$ cat src/hw/rtl/rbb_pkg.sv
// Shared types, constants and arithmetic helpers for the RGBA blend / BGR row packer.
// No dependencies; imported by every module of the block.
`timescale 1ns / 1ps

package rbb_pkg;

    localparam int MAX_WIDTH  = 4096;
    localparam int LW_W       = 13;
    localparam int COL_W      = $clog2(MAX_WIDTH);
    localparam int SUM_W      = 16;
    localparam int FIFO_DEPTH = 2;
    localparam int FIFO_AW    = (FIFO_DEPTH > 1) ? $clog2(FIFO_DEPTH) : 1;
    localparam int FIFO_CW    = $clog2(FIFO_DEPTH + 1);
    localparam int STEP_W     = 3;
    localparam int PADDR_W    = 5;

    // register indexes
    localparam logic [2:0] REG_LINE_WIDTH = 3'd0;
    localparam logic [2:0] REG_ALPHA_MODE = 3'd1;
    localparam logic [2:0] REG_BACK_RED   = 3'd2;
    localparam logic [2:0] REG_BACK_GREEN = 3'd3;
    localparam logic [2:0] REG_BACK_BLUE  = 3'd4;

    // byte positions within one pixel's run
    localparam logic [STEP_W-1:0] STEP_BLUE  = 3'd0;
    localparam logic [STEP_W-1:0] STEP_GREEN = 3'd1;
    localparam logic [STEP_W-1:0] STEP_RED   = 3'd2;
    localparam logic [STEP_W-1:0] STEP_LAST  = 3'd5;

    typedef struct packed {
        logic [LW_W-1:0] line_width;
        logic            alpha_mode;
        logic [7:0]      back_red;
        logic [7:0]      back_green;
        logic [7:0]      back_blue;
    } rbb_cfg_t;

    // one classified pixel: undivided blend sums and row-end info
    typedef struct packed {
        logic [SUM_W-1:0] sum_blue;
        logic [SUM_W-1:0] sum_green;
        logic [SUM_W-1:0] sum_red;
        logic             row_done;
        logic [1:0]       pad;
    } rbb_item_t;

    typedef struct packed {
        logic push;
        logic pop;
        logic full;
        logic empty;
    } rbb_qctl_t;

    // back*(255-a) + chan*a, never above 65025
    function automatic logic [SUM_W-1:0] blend_sum(input logic [7:0] back,
                                                   input logic [7:0] chan,
                                                   input logic [7:0] alpha);
        logic [SUM_W-1:0] p_back;
        logic [SUM_W-1:0] p_chan;
        logic [7:0]       a_inv;
        a_inv  = 8'hFF - alpha;
        p_back = {8'd0, back} * {8'd0, a_inv};
        p_chan = {8'd0, chan} * {8'd0, alpha};
        return p_back + p_chan;
    endfunction

    // exact x/255 for x below 65280
    function automatic logic [7:0] div255(input logic [SUM_W-1:0] x);
        logic [SUM_W:0] t;
        t = {1'b0, x} + {9'd0, x[SUM_W-1:8]} + {{SUM_W{1'b0}}, 1'b1};
        return t[15:8];
    endfunction

endpackage

$ cat src/hw/rtl/rbb_fifo.sv
// Two-entry queue of classified pixels between the front and back parts.
// Depends on rbb_pkg for the item type and depth.
`timescale 1ns / 1ps

module rbb_fifo (
    input  logic              clk,
    input  logic              rst_n,
    input  logic              push,
    input  rbb_pkg::rbb_item_t push_item,
    input  logic              pop,
    output rbb_pkg::rbb_item_t head_item,
    output logic              full,
    output logic              empty
);
    import rbb_pkg::*;

    rbb_item_t            mem_reg [FIFO_DEPTH];
    logic [FIFO_AW-1:0]   wr_ptr_reg;
    logic [FIFO_AW-1:0]   wr_ptr_next;
    logic [FIFO_AW-1:0]   rd_ptr_reg;
    logic [FIFO_AW-1:0]   rd_ptr_next;
    logic [FIFO_CW-1:0]   count_reg;
    logic [FIFO_CW-1:0]   count_next;
    logic                 do_push;
    logic                 do_pop;

    assign full      = (count_reg == FIFO_CW'(FIFO_DEPTH));
    assign empty     = (count_reg == '0);
    assign do_push   = push && !full;
    assign do_pop    = pop && !empty;
    assign head_item = mem_reg[rd_ptr_reg];

    always_comb
    begin
        wr_ptr_next = wr_ptr_reg;
        rd_ptr_next = rd_ptr_reg;
        count_next  = count_reg;
        if (do_push)
        begin
            wr_ptr_next = (wr_ptr_reg == FIFO_AW'(FIFO_DEPTH - 1)) ? '0 : wr_ptr_reg + 1'b1;
        end
        if (do_pop)
        begin
            rd_ptr_next = (rd_ptr_reg == FIFO_AW'(FIFO_DEPTH - 1)) ? '0 : rd_ptr_reg + 1'b1;
        end
        if (do_push && !do_pop)
        begin
            count_next = count_reg + 1'b1;
        end
        else if (do_pop && !do_push)
        begin
            count_next = count_reg - 1'b1;
        end
    end

    always_ff @(posedge clk or negedge rst_n)
    begin
        if (!rst_n)
        begin
            wr_ptr_reg <= '0;
            rd_ptr_reg <= '0;
            count_reg  <= '0;
        end
        else
        begin
            wr_ptr_reg <= wr_ptr_next;
            rd_ptr_reg <= rd_ptr_next;
            count_reg  <= count_next;
        end
    end

    always_ff @(posedge clk)
    begin
        if (do_push)
        begin
            mem_reg[wr_ptr_reg] <= push_item;
        end
    end

endmodule

$ cat src/hw/rtl/rbb_front.sv
// Front part: accepts pixels, tracks the row column, forms blend sums and padding info.
// Depends on rbb_pkg; feeds rbb_fifo.
`timescale 1ns / 1ps

module rbb_front (
    input  logic              clk,
    input  logic              rst_n,
    input  rbb_pkg::rbb_cfg_t cfg,
    input  logic [7:0]        pix_red,
    input  logic [7:0]        pix_green,
    input  logic [7:0]        pix_blue,
    input  logic [7:0]        pix_alpha,
    input  logic              in_valid,
    output logic              in_ready,
    input  logic              q_full,
    output logic              q_push,
    output rbb_pkg::rbb_item_t q_item
);
    import rbb_pkg::*;

    logic [COL_W-1:0] column_count_reg;
    logic [COL_W-1:0] column_count_next;
    logic [LW_W-1:0]  eff_width;
    logic [LW_W-1:0]  col_plus;
    logic [7:0]       alpha_eff;
    logic             row_done;

    // three-channel mode blends at full opacity, which returns the channel unchanged
    assign alpha_eff = cfg.alpha_mode ? pix_alpha : 8'hFF;

    always_comb
    begin
        if (cfg.line_width == '0)
        begin
            eff_width = LW_W'(1);
        end
        else if (cfg.line_width > LW_W'(MAX_WIDTH))
        begin
            eff_width = LW_W'(MAX_WIDTH);
        end
        else
        begin
            eff_width = cfg.line_width;
        end
    end

    assign col_plus = {{(LW_W-COL_W){1'b0}}, column_count_reg} + LW_W'(1);
    assign row_done = (col_plus >= eff_width);

    assign in_ready = !q_full;
    assign q_push   = in_valid && !q_full;

    always_comb
    begin
        q_item.sum_blue  = blend_sum(cfg.back_blue, pix_blue, alpha_eff);
        q_item.sum_green = blend_sum(cfg.back_green, pix_green, alpha_eff);
        q_item.sum_red   = blend_sum(cfg.back_red, pix_red, alpha_eff);
        q_item.row_done  = row_done;
        q_item.pad       = row_done ? eff_width[1:0] : 2'd0;
    end

    assign column_count_next = row_done ? '0 : col_plus[COL_W-1:0];

    always_ff @(posedge clk or negedge rst_n)
    begin
        if (!rst_n)
        begin
            column_count_reg <= '0;
        end
        else if (q_push)
        begin
            column_count_reg <= column_count_next;
        end
    end

endmodule

$ cat src/hw/rtl/rbb_back.sv
// Back part: walks each queued pixel byte by byte (blue, green, red, padding) into
// the output register. Depends on rbb_pkg; drains rbb_fifo.
`timescale 1ns / 1ps

module rbb_back (
    input  logic               clk,
    input  logic               rst_n,
    input  rbb_pkg::rbb_item_t head_item,
    input  logic               q_empty,
    output logic               q_pop,
    output logic [7:0]         out_byte,
    output logic               run_last,
    output logic               row_end,
    output logic               out_valid,
    input  logic               out_ready
);
    import rbb_pkg::*;

    logic [STEP_W-1:0] step_reg;
    logic [STEP_W-1:0] step_next;
    logic [STEP_W-1:0] last_step;
    logic              out_valid_reg;
    logic [7:0]        out_byte_reg;
    logic              run_last_reg;
    logic              row_end_reg;
    logic              load;
    logic              at_last;
    logic [7:0]        byte_sel;

    assign load      = !q_empty && (!out_valid_reg || out_ready);
    assign last_step = STEP_RED + {1'b0, head_item.pad};
    assign at_last   = (step_reg == last_step);
    assign q_pop     = load && at_last;
    assign step_next = at_last ? STEP_BLUE : step_reg + 1'b1;

    always_comb
    begin
        case (step_reg)
            STEP_BLUE:  byte_sel = div255(head_item.sum_blue);
            STEP_GREEN: byte_sel = div255(head_item.sum_green);
            STEP_RED:   byte_sel = div255(head_item.sum_red);
            default:    byte_sel = 8'd0;
        endcase
    end

    always_ff @(posedge clk or negedge rst_n)
    begin
        if (!rst_n)
        begin
            step_reg      <= STEP_BLUE;
            out_valid_reg <= 1'b0;
        end
        else
        begin
            if (load)
            begin
                step_reg <= step_next;
            end
            if (load)
            begin
                out_valid_reg <= 1'b1;
            end
            else if (out_ready)
            begin
                out_valid_reg <= 1'b0;
            end
        end
    end

    always_ff @(posedge clk)
    begin
        if (load)
        begin
            out_byte_reg <= byte_sel;
            run_last_reg <= at_last;
            row_end_reg  <= at_last && head_item.row_done;
        end
    end

    assign out_byte  = out_byte_reg;
    assign run_last  = run_last_reg;
    assign row_end   = row_end_reg;
    assign out_valid = out_valid_reg;

    // a padded row closes only on the last byte of a pixel
    assert property (@(posedge clk) disable iff (!rst_n)
        out_valid_reg && row_end_reg |-> run_last_reg)
        else $error("row end without pixel run end");

    assert property (@(posedge clk) disable iff (!rst_n)
        step_reg <= STEP_LAST)
        else $error("byte step out of range");

    assert property (@(posedge clk) disable iff (!rst_n)
        q_pop |=> step_reg == STEP_BLUE)
        else $error("step not rewound after pop");

    // padding bytes carry zero
    assert property (@(posedge clk) disable iff (!rst_n)
        load && step_reg > STEP_RED |=> out_byte_reg == 8'd0)
        else $error("nonzero padding byte");

endmodule

$ cat src/hw/rtl/rgba_blend_to_padded_bgr_rows_top.sv
// Top level of the RGBA blend / BGR row packer: APB register file, front, queue, back.
// Depends on rbb_pkg, rbb_front, rbb_fifo and rbb_back.
`timescale 1ns / 1ps

// One pixel in, three bytes out (blue, green, red), one byte per clock while out_ready
// is high and the queue is not empty; after the last pixel of a row, (width mod 4) zero
// bytes follow so rows stay 4-byte aligned. The single byte-wide output register sets
// the output rate. The front accepts a pixel per cycle while the queue is not full, into
// a two-entry queue, so input and output stall independently. The first byte of a pixel
// passes through the queue and then the output register. Registers (APB, byte address 4*i):
// line_width, alpha_mode, back_red, back_green, back_blue; write them only while the block is idle.

module rgba_blend_to_padded_bgr_rows_top (
    input  logic                        clk,
    input  logic                        rst_n,
    input  logic                        psel,
    input  logic                        penable,
    input  logic                        pwrite,
    input  logic [rbb_pkg::PADDR_W-1:0] paddr,
    input  logic [31:0]                 pwdata,
    output logic [31:0]                 prdata,
    output logic                        pready,
    input  logic [7:0]                  pix_red,
    input  logic [7:0]                  pix_green,
    input  logic [7:0]                  pix_blue,
    input  logic [7:0]                  pix_alpha,
    input  logic                        in_valid,
    output logic                        in_ready,
    output logic [7:0]                  out_byte,
    output logic                        run_last,
    output logic                        row_end,
    output logic                        out_valid,
    input  logic                        out_ready
);
    import rbb_pkg::*;

    rbb_cfg_t   cfg_reg;
    rbb_item_t  push_item;
    rbb_item_t  head_item;
    rbb_qctl_t  qctl;
    logic [2:0] reg_idx;
    logic       wr_en;

    assign pready  = 1'b1;
    assign reg_idx = paddr[PADDR_W-1:2];
    assign wr_en   = psel && penable && pwrite && pready;

    always_ff @(posedge clk or negedge rst_n)
    begin
        if (!rst_n)
        begin
            cfg_reg.line_width <= LW_W'(1);
            cfg_reg.alpha_mode <= 1'b0;
            cfg_reg.back_red   <= 8'd0;
            cfg_reg.back_green <= 8'd0;
            cfg_reg.back_blue  <= 8'd0;
        end
        else if (wr_en)
        begin
            unique case (reg_idx)
                REG_LINE_WIDTH: cfg_reg.line_width <= pwdata[LW_W-1:0];
                REG_ALPHA_MODE: cfg_reg.alpha_mode <= pwdata[0];
                REG_BACK_RED:   cfg_reg.back_red   <= pwdata[7:0];
                REG_BACK_GREEN: cfg_reg.back_green <= pwdata[7:0];
                REG_BACK_BLUE:  cfg_reg.back_blue  <= pwdata[7:0];
                default:        ;
            endcase
        end
    end

    always_comb
    begin
        unique case (reg_idx)
            REG_LINE_WIDTH: prdata = {{(32-LW_W){1'b0}}, cfg_reg.line_width};
            REG_ALPHA_MODE: prdata = {31'd0, cfg_reg.alpha_mode};
            REG_BACK_RED:   prdata = {24'd0, cfg_reg.back_red};
            REG_BACK_GREEN: prdata = {24'd0, cfg_reg.back_green};
            REG_BACK_BLUE:  prdata = {24'd0, cfg_reg.back_blue};
            default:        prdata = 32'd0;
        endcase
    end

    rbb_front u_front (
        .clk       (clk),
        .rst_n     (rst_n),
        .cfg       (cfg_reg),
        .pix_red   (pix_red),
        .pix_green (pix_green),
        .pix_blue  (pix_blue),
        .pix_alpha (pix_alpha),
        .in_valid  (in_valid),
        .in_ready  (in_ready),
        .q_full    (qctl.full),
        .q_push    (qctl.push),
        .q_item    (push_item)
    );

    rbb_fifo u_fifo (
        .clk       (clk),
        .rst_n     (rst_n),
        .push      (qctl.push),
        .push_item (push_item),
        .pop       (qctl.pop),
        .head_item (head_item),
        .full      (qctl.full),
        .empty     (qctl.empty)
    );

    rbb_back u_back (
        .clk       (clk),
        .rst_n     (rst_n),
        .head_item (head_item),
        .q_empty   (qctl.empty),
        .q_pop     (qctl.pop),
        .out_byte  (out_byte),
        .run_last  (run_last),
        .row_end   (row_end),
        .out_valid (out_valid),
        .out_ready (out_ready)
    );

endmodule
$ cat config.mk
export PLATFORM = sky130hd
export DESIGN_NAME = rgba_blend_to_padded_bgr_rows_top
export DESIGN_NICKNAME = d
export VERILOG_FILES = /design/src/hw/rtl/rbb_pkg.sv /design/src/hw/rtl/rbb_fifo.sv /design/src/hw/rtl/rbb_front.sv /design/src/hw/rtl/rbb_back.sv /design/src/hw/rtl/rgba_blend_to_padded_bgr_rows_top.sv
export SDC_FILE = /design/constraint.sdc
export NUM_CORES = 1
export LEC_CHECK = 0
export ABC_CLOCK_PERIOD_IN_PS = 8000
export BUFFER_PORTS_ARGS = -buffer_cell sky130_fd_sc_hd__buf_2
export CAP_MARGIN = 20
export CORE_AREA = 5 5 303 305
export DETAILED_ROUTE_END_ITERATION = 7
export DIE_AREA = 0 0 308 310
export PLACE_DENSITY = 0.35
export SLEW_MARGIN = 15
export SYNTH_ARGS = -nofsm -noshare
export SYNTH_HDL_FRONTEND = slang
export SYNTH_HIERARCHICAL = 1
export SYNTH_SLANG_ARGS = --single-unit
$ cat constraint.sdc
create_clock -name clk -period 8 [get_ports clk]
set_input_delay 1.6 -clock clk [delete_from_list [all_inputs] [get_ports clk]]
set_output_delay 1.6 -clock clk [all_outputs]
set_load 0.02 [all_outputs]
[Word-level counts from Yosys, hierarchy flattened]
Memory sizes are Yosys's and may differ from the RTL's.
Cells that the tools add are included.
Word-level totals
  register bits: 68
  memory bits (writable): 102
  input bits: 76
  output and inout bits: 45
  logic and storage cells: 91
  memories kept: 1
Memory list
  u_fifo.mem_reg: words 2, bits a word 51, read ports 1, clocked after Yosys merged registers in 0, write ports 1, line rbb_fifo.sv:17  | rbb_item_t mem_reg [FIFO_DEPTH];
Operators by class
  add/sub/neg operators: 17
  multiply operators: 6
  magnitude comparators: 2
  eq/ne operators: 8
  mux-type cells: 16
  reductions and logical operators: 27
Operator list (number)
  8-bit by 8-bit multiplier with 16-bit output: 6
  13-bit case mux with 5 select lines: 1
  16-bit by 1-bit adder with 16-bit output, second input constant: 3
  16-bit adder: 3
  16-bit by 8-bit adder with 16-bit output: 3
  13-bit two-way mux: 2
  8-bit case mux with 3 select lines: 1
  12-bit by 1-bit adder with 13-bit output, second input constant: 1
  13-bit >= comparator: 1
  13-bit > comparator, second input constant: 1
  13-bit zero test: 1
  12-bit two-way mux: 1
  1-bit logical AND: 10
  2-bit AND reduction: 5
  3-bit by 2-bit == test with 1-bit output, second input constant: 3
  8-bit two-way mux: 1
  8-bit subtractor, first input constant: 1
  3-bit by 1-bit == test with 1-bit output, second input constant: 2
  3-bit zero test: 2
  1-bit two-way mux: 6
  2-bit two-way mux: 3
  1-bit zero test: 5
  2-bit nonzero test: 2
  2-bit by 2-bit adder with 3-bit output, first input constant: 1
  10 further kinds: 11

[Depth between registers and ports, before layout]
Gate-level depths: netlist (run 1).
  word-level depth: 8
  gate-level depth with buffers: 24
  depth with buffers taken out: 21

[Hierarchy]
The synthesis (run 1) kept the hierarchy.
Modules (own cells, without submodules)
  rbb_front: times used 1, cells each 1621, area an instance 14097.3 um2, sequential area each 300.3 um2
  rbb_fifo: times used 1, cells each 178, area an instance 4129.0 um2, sequential area each 3163.0 um2
  rgba_blend_to_padded_bgr_rows_top: times used 1, cells each 157, area an instance 2038.2 um2, sequential area each 952.2 um2
  rbb_back: times used 1, cells each 190, area an instance 1672.9 um2, sequential area each 400.4 um2

[Worst setup path before layout (run 1)]
Ideal clock, no wire load.
  path kind: input to register
  from: in pix_alpha[1]
  to: mem u_fifo/mem_reg[0][17] (netlist bit) (data pin)
  library setup time: 0.262 ns
  arrival time: 6.718 ns
  required time: 7.738 ns
  path slack: 1.020 ns
  cell stages on the path: 18
  buffers on the path: 1
  cell sequence: nor2b_1 > clkbuf_1 > nand2_1 > fa_1 > fa_1 > inv_1 > fa_1 > fa_1 > fa_1 > inv_1 > fa_1 > inv_1 > ha_1 > a211o_1 > o21a_1 > a311o_1 > a31oi_1 > xnor2_1
RTL lines
  start, declared: line rgba_blend_to_padded_bgr_rows_top.sv:26  | input logic [7:0] pix_alpha,
  end, declared: line rbb_fifo.sv:17

==> impl_metrics.yaml, run 1 <==
critical_path:
  endpoint_kind: "flip-flop"
  crit_type: "primary input to flip-flop"
  worstPathArrival_ns: 7.29
  cp-start-kind: "primary input"
  timing.critical_path.from: "pix_alpha[2]"
  crit_fanout: 20
  crit_end: "u_fifo/mem_reg[1][15]"
  r2r_start: "cfg_reg[24]"
  r2r_slack_ns: 1.30
  rr_endpoint: "u_fifo/mem_reg[1][15]"
  r2r_cells: 20
  required_ns: 8.18
clocking:
  cts_buffers: 17
  cts_resized: 0
  clock_latency_ns: 0.45
  clockBufferDepth: 2
  post_cts_buffers: 0
  htreeDepth: 4
  clock-root-buffer: "clkbuf_16"
  postCtsHoldBufs: 0
  clkSinkCount: 170
  clk_pin_slew_ns: 0.07
  cts_tree: "done"
routing:
  wl_per_cell_um: 17.3
  postRouteWirelength_mm: 58.9
  via_per_inst: 4.25
  detail_route.iter0.violations: 550
  firstDrtPassIters: 5
  drc_errors: 0
  vias: 14500
  postRouteAntennaNets: 0
synthesis:
  ys_ff_latch: 170
  postSynthAreaPerCell_um2: 10.2
  yosysUniqueCellTypes: 74
  ys.flop_type: "edfxtp_1"
  synth_commonest_cells: "420 x inv_1, 288 x fa_1, 258 x and2_1, 226 x ha_1, 207 x nand2_1"
  syn-cell-area_mm2: 0.0219
  synth-seq-area-share_pct: 22.0
  synthTopCellsByArea: "fa_1 26%, edfxtp_1 15%, ha_1 13%"
  synth.most_common_cell: "inv_1"
  synthCells: 2146
  synth-edff-count: 112
  synthDominantCellAreaShare_pct: 26.3
  synth_top_area_cell: "fa_1"
  yosys_warnings: 6
  async_flop_share_pct: 34.1
placed_design:
  post-place-cells: 3373
  gp_congestion: 0.836
  io_buffers: 79
  hpwl_mm: 47.3
global_route:
  grt_max_degree: 59
  grt_use_total_pct: 12.7
  grt_pass1_wl_mm: 94.5
  grt_antenna_before_repair: 1
  grt_pass1_vias: 15800
  overflow: 0
layout:
  stdcell_count: 3405
  drive_above_1_share_pct: 11.4
  largest_reg_flops: 102
  fill_cells: 9453
  final_nets: 2806
  syn_to_final_growth_pct: 10.3
  utilization_pct: 27.2
  diodes: 0
sta:
  fmax_mhz: 141
  worst_pin_slew_ns: 1.03
  fin_tns_setup_ns: 0
  finalHoldViolCount: 0
  rsz0062_at_grt: "false"
  holdWs_ns: 0.514
  period_share_pct: 88.8
  finalSetupViolations: 0
  fin_skew_ns: 0.0195
  relSlewSlack_pct: 31.3
  final_max_slew_viol_count: 0
  fin_crit_ns: 7.11
power:
  peakVddDrop_mv: 0.310
  pwr_density_cell_mw_per_mm2: 439
  leakagePower_nw: 11.5
  power.total_mw: 10.6
floorplan:
  core-area_mm2: 0.0890
  dieArea_mm2: 0.0955
  die_w_um: 308
  rows: 110
  dieHeight_um: 310
  start_util_pct: 24.6
  pin_count: 121
flow_run:
  max_cap_violations: 0
status:
  outcome: "completed"
worst_hold_path:
  hold_path.class: "flip-flop to flip-flop"
## worst max-delay path, cell delays in order
cell	delay, ns
buf_2	0.12
nor2b_2	0.31
buf_4	0.39
nand2_1	0.12
fa_1	0.53
inv_1	0.04
ha_1	0.26
inv_1	0.05
fa_1	0.49
inv_1	0.05
fa_1	0.54
inv_1	0.05
fa_1	0.47
inv_1	0.05
fa_1	0.43
ha_1	0.36
o21ai_0	0.22
nor2_1	0.12
o21a_1	0.21
a311o_1	0.39
xor2_1	0.42
## report_power, final
part           internal, mW  total, mW  switching, mW
Sequential             1.83       2.06          0.239
Combinational          3.10       7.77           4.68
Clock                 0.410      0.784          0.374
Total                  5.33       10.6           5.29
## per-stage QoR
stage	cell area [um2]	worst slack, ns
final	24200	0.893
after global routing	24200	0.623
after CTS	24200	0.910
after detailed placement	23700	0.431
after global placement	23700	0.481
after floorplan	22000	1.02
## worst min-delay path by stage
stage                                      startpoint                     endpoint  depth (start not counted)
after floorplan                     u_fifo/wr_ptr_reg            u_fifo/wr_ptr_reg                          1
after global placement    u_front/column_count_reg[1]  u_front/column_count_reg[1]                          2
after detailed placement  u_front/column_count_reg[1]  u_front/column_count_reg[1]                          2
after CTS                 u_front/column_count_reg[1]  u_front/column_count_reg[1]                          2
after global routing      u_front/column_count_reg[1]  u_front/column_count_reg[1]                          2
final                     u_front/column_count_reg[1]  u_front/column_count_reg[1]                          2
## per-layer routing
| layer | track usage [%] | share of wire (%) |
|---|---|---|
| met1 | 18.6 | 50 |
| met5 | 0 | 0 |
| met3 | 1.12 | 2.9 |
| met2 | 20.9 | 46 |
| met4 | 2.22 | 1.2 |
## cell type report
type                            instances  area, um2  share of cell area [%]
Timing Repair Buffer                  108        651                    2.69
Tap cell                             1176       1470                    6.08
Multi-Input combinational cell       1497      15100                    62.5
Clock buffer                           21        450                    1.86
Sequential cell                       170       4820                    19.9
Inverter                              422       1580                    6.55
Clock inverter                         11       87.6                   0.362
## layout by cell type, fill, tap and decap left out, drive strengths merged, types with 8 or more instances in the layout
master / n
nor2b: 16
conb: 23
nand3: 18
nand2: 207
ha: 226
nor2: 32
buf: 108
nand2b: 18
edfxtp: 112
mux2i: 9
nand4: 8
clkbuf: 21
o21a: 9
a21oi: 53
and3: 8
inv: 426
dfrtp: 57
fa: 288
mux2: 92
and2: 259
o21ai: 41
a21o: 18
xnor2: 52
xor2: 23
## cell families after synthesis
kind of cell / after synthesis / share of synthesized area, %
flops: 170 / 22.0
buf+inv: 499 / 9.50
mux: 101 / 6.14
simple gates: 602 / 14.7
compound gates: 182 / 5.53
other cells: 3 / 0.0513
xor+xnor: 75 / 2.99
fa+ha+maj: 514 / 39.2
No activity file was read; power rests on OpenSTA's default activity.
==> run 2, diff against run 1 <==
Settings changed: CORE_AREA 5 5 303 305 to 5 5 300 302, DIE_AREA 0 0 308 310 to 0 0 305 307, SYNTH_HIERARCHICAL 1 to not set.
==> impl_metrics.yaml, run 2 <==
status:
  outcome: "completed"
synthesis:
  ys_ff_latch: 170
  syn-cell-area_mm2: 0.0215
  synthTopCellsByArea: "fa_1 27%, edfxtp_1 16%, ha_1 13%"
  synth_top_area_cell: "fa_1"
  postSynthAreaPerCell_um2: 9.91
  async_flop_share_pct: 34.1
  synth-edff-count: 112
  synth-seq-area-share_pct: 22.4
  synthCells: 2174
  ys.flop_type: "edfxtp_1"
  synth_commonest_cells: "435 x inv_1, 288 x fa_1, 256 x and2_1, 226 x ha_1, 200 x nand2_1"
  yosysUniqueCellTypes: 68
  synth.most_common_cell: "inv_1"
  synthDominantCellAreaShare_pct: 26.8
  yosys_warnings: 0
flow_run:
  max_cap_violations: 0
global_route:
  overflow: 0
  grt_antenna_before_repair: 2
  grt_use_total_pct: 12.8
  grt_max_degree: 59
  grt_pass1_wl_mm: 92.3
  grt_pass1_vias: 15500
placed_design:
  gp_congestion: 0.805
  placed_cell_area_mm2: 0.0235
  hpwl_mm: 48.3
  io_buffers: 79
clocking:
  cts_tree: "done"
  clkSinkCount: 170
  cts_resized: 0
  clk_pin_slew_ns: 0.08
  htreeDepth: 4
  clockBufferDepth: 2
  clock-root-buffer: "clkbuf_16"
  postCtsHoldBufs: 0
  post_cts_buffers: 0
  clock_latency_ns: 0.46
  cts_buffers: 17
sta:
  holdWs_ns: 0.509
  relSlewSlack_pct: 40.3
  fin_skew_ns: 0.0140
  fin_tns_setup_ns: 0
  period_share_pct: 90.1
  worst_pin_slew_ns: 0.895
  finalHoldViolCount: 0
  fin_crit_ns: 7.21
  finalSetupViolations: 0
  rsz0062_at_grt: "false"
  fmax_mhz: 139
  final_max_slew_viol_count: 0
layout:
  regArea_mm2: 0.00482
  fill_cells: 9300
  post-route-cell-area_mm2: 0.0241
  syn_to_final_growth_pct: 11.8
  final_nets: 2842
  layout_commonest_cell: "inv_1"
  drive_above_1_share_pct: 11.4
  multi_input_area_mm2: 0.0147
  largest_reg_flops: 102
  layout_common_cells: "435 x inv_1, 288 x fa_1, 256 x and2_1"
critical_path:
  r2r_start: "cfg_reg[24]"
  critPathMaxStageDelay_ns: 0.52
  required_ns: 8.17
  cp_top_family: "adder cells"
  cp.depth: 21
  endpoint_kind: "flip-flop"
  r2r_slack_ns: 1.04
  timing.critical_path.from: "pix_alpha[7]"
  crit_end: "u_fifo.mem_reg[0][50]"
  crit_slowest_cell: "fa_1"
  r2r_cells: 20
  cp_common_cell: "fa_1"
  crit_type: "primary input to flip-flop"
  crit_fanout: 10
  rr_endpoint: "u_fifo.mem_reg[0][50]"
  path_buf_inv: 5
  worstPathArrival_ns: 7.38
  path_cells: "buf_2, nand2b_1, and2_1, fa_1, inv_1, fa_1, inv_1, fa_1, fa_1, fa_1, inv_1, fa_1, inv_1, ha_1, and3_1, a21oi_1, o21ai_1, or4_1, a31o_1, a21oi_2, xnor2_1"
  cp-start-kind: "primary input"
routing:
  drc_errors: 0
  vias: 14400
  wl_per_cell_um: 17.1
  firstDrtPassIters: 4
  detail_route.iter0.violations: 549
  postRouteWirelength_mm: 58.8
  via_per_inst: 4.19
  postRouteAntennaNets: 0
floorplan:
  die_w_um: 305
  pin_count: 121
  dieHeight_um: 307
  dieArea_mm2: 0.0936
  core-area_mm2: 0.0874
  start_util_pct: 24.6
  rows: 109
power:
  pwr_density_cell_mw_per_mm2: 441
  leakagePower_nw: 11.3
  peakVddDrop_mv: 0.368
worst_hold_path:
  hold_path.class: "flip-flop to flip-flop"
  hp-start: "u_back.out_valid"
-- run 2: cell types whose count changed in the layout (fill, tap and decap cells not counted), moves of 8 or more --
| cell | change |
|---|---|
| xnor2_1 | +8 |
| nor2_1 | +26 |
| nor2b_1 | +10 |
| inv_1 | +15 |
| xor2_1 | -9 |
| a21oi_1 | -20 |
| mux2_2 | +39 |
| mux2i_1 | +11 |
| mux2_4 | -59 |
| buf_4 | +22 |
-- run 2: through the flow --
| stage | setup WS [ns] | utilization (%) | cells | power (mW) |
|---|---|---|---|---|
| 2_1_floorplan | 0.807 | - | 2195 | 7.30 |
| 3_3_place_gp | 0.352 | 26.9 | 3398 | 9.78 |
| 3_5_place_dp | 0.321 | 26.9 | 3398 | 9.81 |
| 4_1_cts | 0.834 | 27.6 | 3430 | 10.8 |
| 5_1_grt | 0.555 | 27.6 | 3430 | 11.8 |
| 6_report | 0.794 | 27.6 | 3433 | 10.6 |
-- run 2: metal layers --
metal	up-vias	share of wire, %	routed length (um)	global-route usage, %
li1	6920	-	-	-
met1	7288	50	29500	18.4
met2	154	47	27400	20.9
met3	27	2.1	1260	1.61
met4	0	0.95	560	2.39
met5	-	0	0	0
-- run 2: worst min path at each step --
stage | to | slack [ns] | cells after the start
after floorplan | u_fifo.wr_ptr_reg | 0.46 | 1
after global placement | u_back.out_valid | 0.50 | 2
after detailed placement | u_back.out_valid | 0.50 | 2
after CTS | u_fifo.count_reg[1] | 0.52 | 1
after global routing | u_fifo.count_reg[1] | 0.55 | 1
final | u_back.out_valid | 0.51 | 2
-- run 2: power by group --
part | internal (mW) | total [mW] | leakage, nW | switching (mW)
Sequential | 1.83 | 2.09 | 1.79 | 0.256
Combinational | 3.13 | 7.65 | 9.21 | 4.52
Clock | 0.494 | 0.875 | 0.279 | 0.381
Total | 5.46 | 10.6 | 11.3 | 5.16
-- run 2: kinds of logic (layout without fill, tap and decap cells) --
group                      Yosys count  after routing  share of synthesized area, %
buffers and inverters              528            598                          9.70
AOI/OAI and AO/OA                  160            160                          4.88
adders and majority gates          514            514                          39.9
xor gates and xnor gates            74             74                          3.01
other                                2             26                        0.0349
muxes                               92             92                          4.69
and+or+nand+nor                    634            634                          15.4
DFF                                170            170                          22.4
-- run 2: area by class of cell --
type,count,share of cell area (%)
Inverter,435,6.78
Sequential cell,170,20.0
Clock inverter,13,0.706
Tap cell,1165,6.05
Clock buffer,19,1.80
Antenna cell,3,0.0312
Timing Repair Buffer,131,3.47
Multi-Input combinational cell,1497,61.2
-- run 2: worst register-to-register path, stage by stage, from the launching register on --
cell	delay (ns)
dfrtp_1	0.86
nand2b_1	0.60
and2_1	0.36
fa_1	0.48
inv_1	0.05
fa_1	0.47
inv_1	0.05
fa_1	0.52
fa_1	0.44
fa_1	0.50
inv_1	0.06
fa_1	0.49
inv_1	0.06
ha_1	0.38
and3_1	0.18
a21oi_1	0.10
o21ai_1	0.11
or4_1	0.45
a31o_1	0.24
a21oi_2	0.15
xnor2_1	0.12
==> run 3, diff against run 2 <==
Settings changed: ABC_AREA set to 1, CORE_AREA 5 5 300 302 to 5 5 247 369, DIE_AREA 0 0 305 307 to 0 0 252 374, PLACE_DENSITY 0.35 to not set.
==> impl_metrics.yaml, run 3 <==
clocking:
  clkSinkCount: 170
  cts_resized: 0
  clock_latency_ns: 0.44
  postCtsHoldBufs: 0
  clock-root-buffer: "clkbuf_16"
  htreeDepth: 4
  clockBufferDepth: 2
  post_cts_buffers: 0
  cts_buffers: 17
  clk_pin_slew_ns: 0.08
  cts_tree: "done"
layout:
  final_nets: 3232
  drive_above_1_share_pct: 7.57
  utilization_pct: 27.5
  syn_to_final_growth_pct: 10.9
  layout_commonest_cell: "inv_1"
  layout_common_cells: "577 x inv_1, 488 x nand2_1, 338 x nor2_1"
  largest_reg_flops: 102
critical_path:
  cp_top_family: "adder cells"
  critPathMaxStageDelay_ns: 0.58
  crit_fanout: 15
  path_buf_inv: 6
  crit_slowest_cell: "fa_1"
  cp_common_cell: "fa_1"
  cp-start-kind: "primary input"
  path_cells: "buf_2, nor2_1, inv_1, buf_4, nand2_1, fa_1, inv_1, fa_1, fa_1, fa_1, fa_1, inv_1, fa_1, inv_1, ha_1, a21o_1, a31oi_1, nand3_1, a21oi_1, xor2_1"
  worstPathArrival_ns: 7.04
  crit_type: "primary input to flip-flop"
  required_ns: 8.24
  endpoint_kind: "flip-flop"
global_route:
  grt_max_degree: 59
  grt_pass1_wl_mm: 93.2
  grt_use_total_pct: 12.5
  grt_antenna_before_repair: 15
  overflow: 0
  grt_pass1_vias: 17600
synthesis:
  syn-cell-area_mm2: 0.0217
  ys_ff_latch: 170
  ys.flop_type: "edfxtp_1"
  synth-seq-area-share_pct: 22.2
  synth-edff-count: 112
  yosys_warnings: 0
  async_flop_share_pct: 34.1
  synth_commonest_cells: "577 x inv_1, 488 x nand2_1, 347 x nor2_1, 288 x fa_1, 226 x ha_1"
  synthDominantCellAreaShare_pct: 26.6
  synthCells: 2576
  postSynthAreaPerCell_um2: 8.41
  yosysUniqueCellTypes: 49
  synth_top_area_cell: "fa_1"
  synth.most_common_cell: "inv_1"
  synthTopCellsByArea: "fa_1 27%, edfxtp_1 16%, ha_1 13%"
power:
  pwr_density_cell_mw_per_mm2: 427
  power.total_mw: 10.3
  leakagePower_nw: 12.1
  peakVddDrop_mv: 0.223
sta:
  final_max_slew_viol_count: 0
  rsz0062_at_grt: "false"
  finalSetupViolations: 0
  period_share_pct: 85.0
  finalHoldViolCount: 0
  holdWs_ns: 0.475
  fin_crit_ns: 6.80
  worst_pin_slew_ns: 0.917
  relSlewSlack_pct: 38.8
  fin_skew_ns: 0.0160
  fmax_mhz: 147
  fin_tns_setup_ns: 0
routing:
  wl_per_cell_um: 15.2
  wl_met1_mm: 22.6
  detail_route.iter0.violations: 847
  via_per_inst: 4.32
  wl_met2_mm: 29.0
  routed.top_layer: "met5"
  drc_errors: 0
  postRouteWirelength_mm: 58.0
  wl_met3_mm: 2.15
  vias: 16400
  firstDrtPassIters: 8
  postRouteAntennaNets: 0
floorplan:
  pin_count: 121
  die_w_um: 252
  dieArea_mm2: 0.0942
  core-area_mm2: 0.0874
  rows: 133
  dieHeight_um: 374
  start_util_pct: 24.8
placed_design:
  io_buffers: 79
  gp_congestion: 0.902
  hpwl_mm: 48.2
status:
  outcome: "completed"
worst_hold_path:
  hold_path.class: "flip-flop to flip-flop"
flow_run:
  max_cap_violations: 0
## run 3: final timing paths
kind                                startpoint               endpoint  slack (ns)  depth (start not counted)
setup / recovery                  pix_alpha[4]  u_fifo.mem_reg[0][50]        1.20                         20
hold / removal             u_fifo.count_reg[0]    u_fifo.count_reg[0]        0.48                          1
setup reg to reg                   cfg_reg[24]  u_fifo.mem_reg[0][50]        1.67                         20
hold reg to reg            u_fifo.count_reg[0]    u_fifo.count_reg[0]        0.48                          1
max in group asynchronous                rst_n            cfg_reg[13]        6.11                          2
min in group asynchronous                rst_n       u_back.out_valid        1.30                          2
## run 3: metal layers
layer	track usage, %	up-vias
met5	0	-
met4	8.01	4
met3	1.38	155
met2	22.4	407
met1	14.0	7953
li1	-	7923
## run 3: layout make-up
cell class,instances,area (um2)
Fill cell,9357,63300
Multi-Input combinational cell,1764,14300
Sequential cell,170,4820
Inverter,585,2200
Tap cell,1147,1440
Timing Repair Buffer,104,596
Clock buffer,18,450
Clock inverter,14,173
Antenna cell,7,17.5
## run 3: cells by family (layout without fill, tap and decap cells)
| logic type | Yosys count | after routing | synth area share (%) |
|---|---|---|---|
| and+or+nand+nor | 974 | 974 | 18.4 |
| adders and majority gates | 514 | 514 | 39.7 |
| AOI/OAI and AO/OA | 192 | 192 | 5.07 |
| other | 2 | 30 | 0.0347 |
| xor gates and xnor gates | 61 | 61 | 2.47 |
| buffers and inverters | 663 | 721 | 12.1 |
| DFF | 170 | 170 | 22.2 |
## run 3: worst reg2reg max path: stages (launching register included)
cell and delay [ns]:
dfrtp_1 0.41, inv_2 0.32, nor2_1 0.10, inv_1 0.54, buf_4 0.29, nand2_1 0.08
fa_1 0.49, inv_1 0.06, fa_1 0.58, fa_1 0.44, fa_1 0.40, fa_1 0.51
inv_1 0.05, fa_1 0.50, inv_1 0.05, ha_1 0.38, a21o_1 0.22, a31oi_1 0.14
nand3_1 0.13, a21oi_1 0.18, xor2_1 0.28
## run 3: stage by stage
step	setup slack (ns)	instances	cell area, um2
after floorplan	1.18	2597	21700
after global placement	0.764	3770	23400
after detailed placement	0.764	3770	23400
after CTS	1.22	3802	24000
after global routing	0.920	3806	24000
final	1.20	3809	24000
## run 3: power breakdown
part | total [mW] | internal [mW] | switching, mW
Clock | 0.866 | 0.466 | 0.400
Combinational | 7.39 | 2.72 | 4.67
Sequential | 2.00 | 1.82 | 0.188
